<file path="src/rtl/bmpq_pkg.sv">
`default_nettype none

package bmpq_pkg;

  // Fixed field widths of one item.
  localparam int KEY_W    = 32;
  localparam int PAY_W    = 64;
  localparam int STATUS_W = 2;

  // Default number of entries the queue holds.
  localparam int DEFAULT_CAPACITY = 128;

  // Request kinds.
  localparam logic KIND_INSERT  = 1'b0;
  localparam logic KIND_EXTRACT = 1'b1;

  // Result status codes.
  localparam logic [STATUS_W-1:0] STATUS_OK    = 2'd0;
  localparam logic [STATUS_W-1:0] STATUS_FULL  = 2'd1;
  localparam logic [STATUS_W-1:0] STATUS_EMPTY = 2'd2;

  // One stored entry: key and payload side by side in one memory word.
  typedef struct packed {
    logic [KEY_W-1:0] key;
    logic [PAY_W-1:0] payload;
  } pq_entry_t;

  // Controller states.
  typedef enum logic [2:0] {
    S_IDLE,
    S_INS_RD,
    S_INS_CMP,
    S_EXT_POP,
    S_RESP
  } pq_state_t;

  // Commands from the controller to the datapath.
  typedef struct packed {
    logic load_req;
    logic read_head;
    logic read_prev;
    logic write_new;
    logic move_up;
    logic pop;
    logic set_full;
    logic set_empty;
    logic load_out;
  } pq_cmd_t;

  // Status from the datapath to the controller.
  typedef struct packed {
    logic full;
    logic empty;
    logic j_zero;
    logic key_less;
    logic out_busy;
  } pq_stat_t;

endpackage

`default_nettype wire

</file>
<file path="src/rtl/bmpq_ctrl.sv">
`default_nettype none

module bmpq_ctrl (
  input  wire logic                clk,
  input  wire logic                rst_n,
  input  wire logic                in_valid,
  input  wire logic                in_kind,
  output logic                     in_stall,
  input  wire bmpq_pkg::pq_stat_t  stat,
  output bmpq_pkg::pq_cmd_t        cmd
);
  import bmpq_pkg::*;

  pq_state_t state_r;
  pq_state_t state_nxt;

  // State register.
  always_ff @(posedge clk) begin
    if (!rst_n) begin
      state_r <= S_IDLE;
    end else begin
      state_r <= state_nxt;
    end
  end

  // Next state.
  always_comb begin
    state_nxt = state_r;
    case (state_r)
      S_IDLE: begin
        if (in_valid) begin
          if (in_kind == KIND_INSERT) begin
            state_nxt = stat.full ? S_RESP : S_INS_RD;
          end else begin
            state_nxt = stat.empty ? S_RESP : S_EXT_POP;
          end
        end
      end
      S_INS_RD: begin
        state_nxt = stat.j_zero ? S_RESP : S_INS_CMP;
      end
      S_INS_CMP: begin
        state_nxt = stat.key_less ? S_RESP : S_INS_RD;
      end
      S_EXT_POP: begin
        state_nxt = S_RESP;
      end
      S_RESP: begin
        if (!stat.out_busy) begin
          state_nxt = S_IDLE;
        end
      end
      default: begin
        state_nxt = S_IDLE;
      end
    endcase
  end

  // Commands to the datapath.
  always_comb begin
    cmd      = '0;
    in_stall = 1'b1;
    case (state_r)
      S_IDLE: begin
        in_stall = 1'b0;
        if (in_valid) begin
          cmd.load_req = 1'b1;
          if (in_kind == KIND_INSERT) begin
            cmd.set_full = stat.full;
          end else begin
            cmd.set_empty = stat.empty;
            cmd.read_head = ~stat.empty;
          end
        end
      end
      S_INS_RD: begin
        // Slot zero reached: the new entry goes to the front.
        cmd.write_new = stat.j_zero;
        cmd.read_prev = ~stat.j_zero;
      end
      S_INS_CMP: begin
        // Stop at the first smaller key, otherwise shift that entry up by one.
        cmd.write_new = stat.key_less;
        cmd.move_up   = ~stat.key_less;
      end
      S_EXT_POP: begin
        cmd.pop = 1'b1;
      end
      S_RESP: begin
        cmd.load_out = ~stat.out_busy;
      end
      default: begin
        cmd = '0;
      end
    endcase
  end

endmodule

`default_nettype wire

</file>
<file path="config.mk">
export PLATFORM = sky130hd
export DESIGN_NAME = bmpq_ctrl
export DESIGN_NICKNAME = d
export VERILOG_FILES = /design/src/rtl/bmpq_pkg.sv /design/src/rtl/bmpq_ctrl.sv
export SDC_FILE = /design/constraint.sdc
export NUM_CORES = 1
export LEC_CHECK = 0
export BUFFER_PORTS_ARGS = -buffer_cell sky130_fd_sc_hd__buf_4
export CAP_MARGIN = 30
export CORE_AREA = 2 2 39 41
export CTS_CLUSTER_DIAMETER = 60
export DETAILED_ROUTE_END_ITERATION = 10
export DIE_AREA = 0 0 41 43
export MAX_ROUTING_LAYER = met4
export PLACE_DENSITY = 0.48
export SLEW_MARGIN = 40
export SYNTH_ARGS = -nofsm -noshare
export SYNTH_HDL_FRONTEND = slang
export SYNTH_SLANG_ARGS = --single-unit
export TNS_END_PERCENT = 20
</file>
<file path="constraint.sdc">
create_clock -name clk -period 1.98 [get_ports clk]
set_input_delay 0.198 -clock clk [delete_from_list [all_inputs] [get_ports clk]]
set_output_delay 0.198 -clock clk [all_outputs]
set_load 0.01 [all_outputs]
</file>
---- Word level (Yosys, flattened, before mapping) ----
Cells that the tools add are included.
word-level totals
  register bits after elaboration ......... 3
  bits of input ports ..................... 9
  output and inout port bits .............. 10
  word-level logic and storage cells ...... 34
operators by class
  equality and inequality tests ........... 6
  muxes and demuxes ....................... 21
  bitwise logic cells ..................... 4
  reduce and logical (&&, ||, !) cells .... 2
operators by type and width
  cell                                                             count
  3-bit 2-to-1 mux                                                 7
  3-bit one-hot mux with 5 select lines                            1
  1-bit 2-to-1 mux                                                 8
  2-bit 2-to-1 mux                                                 4
  3-bit by 2-bit == test with 1-bit output, second input constant  2
  2-bit != test, second input constant                             2
  1-bit NOT                                                        4
  3-bit by 1-bit == test with 1-bit output, second input constant  1
  3-bit == test, second input constant                             1
  3-bit zero test                                                  1
  1-bit one-hot mux with 2 select lines                            1
  2-bit AND reduction                                              1

---- Logic depth before layout (Yosys ltp) ----
  word-level depth ........................ 4
  depth in mapped cells ................... 4
  depth with buffers taken out ............ 3

---- Worst setup path after synthesis ----
OpenSTA, ideal clock, no wires.
  path type ............................... reg-to-output
  start point ............................. register state_r[0]
  end point ............................... output port cmd[1] in the netlist's numbering
  data arrival time ....................... 1011 ps
  required time ........................... 1782 ps
  path slack .............................. 771 ps
  cell stages (with the launch flop) ...... 5
  buffers on the path ..................... 1
  path through ............................ dfxtp_1 buf_6 nor3_4 and2_4 and3_1
RTL lines
  item                    RTL line         text
  start, declared         bmpq_ctrl.sv:14  pq_state_t state_r;
  start signal, assigned  bmpq_ctrl.sv:22  state_r <= state_nxt;
  end, declared           bmpq_ctrl.sv:10  output bmpq_pkg::pq_cmd_t cmd

==> flow_metrics.py <==
metrics = {
    "synth": {
        "postSynthNetCount": 42,
        "yosysSeqAreaShare_pct": 20.87,
        "synth_cell_types": 19,
        "avgSynthCellArea_um2": 8.720,
        "netlist_instances": 33,
        "ys_warn_count": 0,
        "syn_area_um2": 287.8,
        "synth_seq_cells": 3,
    },
    "status": {
        "status": "completed",
    },
    "placed_design": {
        "hpwl_um": 581.7,
        "pre_cts_ws_ps": 645.4,
        "io_buffers": 18,
        "routabilityCongestion": 0.6850,
    },
    "floorplanning": {
        "fp.dieW_um": 41,
        "initial_core_util_pct": 20.80,
        "design.core.area_mm2": 0.001384,
        "pin_count": 19,
        "die_height_um": 43,
        "dieArea_mm2": 0.001763,
        "fp-row-count": 14,
    },
    "timing": {
        "tightestPinTransition_ps": 389.0,
        "layout_setup_ws_ps": 389.5,
        "clock_skew_ps": 2.340,
        "slew_headroom_pct": 74.03,
        "rsz0062_at_grt": "no",
        "clock.fmax_ghz": 0.6287,
        "final.period_utilization_pct": 80.33,
        "tns_ps": 0,
        "setup_viol": 0,
        "hold_violations": 0,
        "min_period_ps": 1591,
        "drv_slew": 0,
    },
    "grt": {
        "grt_usage_pct": 10.07,
        "grt_first_pass_wirelength_um": 1166,
        "grt-busiest-layer": "met1",
        "antenna_found_initial": 0,
        "grtUsageMet3_pct": 4.712,
        "met1_usage_pct": 13.46,
        "grt_pass1_vias": 289,
        "grt-ovfl-total": 0,
        "grt_max_degree": 11,
        "use_met2_pct": 12.81,
    },
    "cells_and_area": {
        "largest_register": "state_r",
        "area_growth_pct": 56.52,
        "drive_above_1_share_pct": 52.83,
        "fin_util_pct": 32.55,
        "diodes": 0,
        "largestRegisters": "state_r: 3 flops",
        "finish.net_count": 63,
        "fillers": 156,
        "largest_reg_flops": 3,
    },
    "cts": {
        "clk_pin_slew_ps": 40,
        "h-tree-depth": 1,
        "postCtsSetupBuffers": 0,
        "numCtsBuffers": 3,
        "clkLatencyLatePin_ps": 230,
        "cts_resized": 0,
        "ctsLongestPathBuffers": 2,
        "cts-root-buf": "clkbuf_4",
        "tritoncts": "built",
        "ctsHoldBuffers": 0,
        "cts_num_sinks": 3,
    },
    "critical_path": {
        "crit_required_ps": 1780,
        "r2r_cells": 3,
        "startpoint_type": "flip-flop",
        "worstSetupPathType": "flip-flop to primary output",
        "cp_max_fo": 10,
        "cp-end-kind": "primary output",
        "reg2reg_to": "state_r[2]$_SDFFE_PN0P_",
        "worstPathArrival_ps": 1390,
        "r2r_start": "state_r[1]$_SDFFE_PN0P_",
        "r2r_slack_ps": 780,
    },
    "job": {
        "maxCapViolations": 0,
    },
    "power_and_ir_drop": {
        "intPower_uw": 197.7,
        "power_frac_seq_pct": 28.2,
        "power.switching_uw": 88.61,
        "peakVddDrop_v": 0.0001942,
        "power_frac_clock_pct": 37.2,
        "p_leak_uw": 0.0002175,
        "swShare_pct": 30.95,
        "p_comb_share_pct": 34.5,
        "finalPower_uw": 286.3,
        "p_per_area_mw_per_mm2": 635.7,
    },
    "drt": {
        "drt-total-wl_um": 729,
        "vias": 307,
        "wire_per_inst_um": 10.57,
        "drtIter0Drc": 4,
        "first_pass_iters": 2,
        "postRouteAntennaNets": 0,
        "drc": 0,
        "drt-vias-per-instance": 4.449,
    },
    "hold_path": {
        "min-delay-start": "stat[0]",
        "hold_depth": 3,
        "min_to": "state_r[2]$_SDFFE_PN0P_",
        "hold_class": "primary input to flip-flop",
    },
}
## per-layer routing
layer | vias up | share of wire [%]
met5 | - | 0
met4 | 0 | 0
met3 | 0 | 9.6
met2 | 16 | 41
met1 | 129 | 49
li1 | 162 | -
## cell type report
class | count | area (um^2) | share of cell area (%)
Multi-Input combinational cell | 25 | 197.7 | 43.89
Inverter | 3 | 11.26 | 2.500
Sequential cell | 3 | 60.06 | 13.33
Timing Repair Buffer | 18 | 135.1 | 30.00
Tap cell | 16 | 20.02 | 4.444
Clock buffer | 4 | 26.28 | 5.833
## logic make-up after synthesis
logic type             count (synthesis)  synth area share [%]
muxes                                  1                 3.478
AOI/OAI and AO/OA                      6                 19.13
and+or+nand+nor                       18                 46.09
buffers and inverters                  5                 10.44
DFF                                    3                 20.87
## critical path, cell delays in order, from the launching register on
cell	delay, ps
dfxtp_1	410
nor3_4	280
and2_4	190
and3b_2	160
buf_4	110
## worst max path at each step
stage / startpoint / to / slack, ps / cells past startpoint
detailed placement: state_r[0]$_SDFFE_PN0P_ / cmd[2] / 650 / 4
finish: state_r[0]$_SDFFE_PN0P_ / cmd[2] / 390 / 4
global route: state_r[0]$_SDFFE_PN0P_ / cmd[2] / 300 / 4
floorplan: state_r[0]$_SDFFE_PN0P_ / cmd[1] / 770 / 4
CTS: state_r[0]$_SDFFE_PN0P_ / cmd[2] / 390 / 4
global placement: state_r[0]$_SDFFE_PN0P_ / cmd[7] / 660 / 4
## placed cells by master (no fill, tap or decap), drive strengths merged
cell | netlist | layout
and3 | 3 | 3
a21oi | 2 | 2
dfxtp | 3 | 3
clkbuf | 0 | 4
nor4b | 2 | 2
nand2 | 2 | 2
a31oi | 1 | 1
nor2 | 5 | 5
mux2i | 1 | 1
inv | 3 | 3
o22ai | 1 | 1
and2 | 1 | 1
o311ai | 1 | 1
buf | 2 | 18
nor3b | 1 | 1
and3b | 1 | 1
nor3 | 1 | 1
nand3b | 2 | 2
a221o | 1 | 1
## cell usage after synthesis
cell	count	share of area, %
o22ai_2	1	4.3
dfxtp_1	3	21
a21oi_1	2	3.5
nor3_4	1	5.7
nor3b_1	1	2.6
and3_1	3	6.5
buf_6	1	3.9
buf_4	1	2.6
inv_1	3	3.9
nand2_1	2	2.6
nor4b_2	2	10
and2_4	1	3.0
mux2i_1	1	3.5
nand3b_1	2	5.2
and3b_2	1	3.5
a31oi_1	1	2.2
a221o_1	1	3.5
o311ai_2	1	5.7
nor2_1	5	6.5
## metrics by stage
stage                     hold slack (ps)  instance area (um^2)  instances
after floorplan                     362.2                 287.8         33
after global placement              479.9                 424.2         65
after detailed placement            478.9                 424.2         65
after CTS                           238.3                 450.4         69
after global routing                255.8                 450.4         69
final                               244.0                 450.4         69
## power groups by stage
stage | Sequential [uW] | Clock [uW] | Combinational [uW]
2_1_floorplan | 73.1 | 0 | 66.2
3_3_place_gp | 82.2 | 0 | 99.7
3_5_place_dp | 81.8 | 0 | 99.6
4_1_cts | 80.8 | 112 | 100
5_1_grt | 82.7 | 116 | 109
6_report | 80.9 | 107 | 98.9
(Power assumes the default switching activity.)
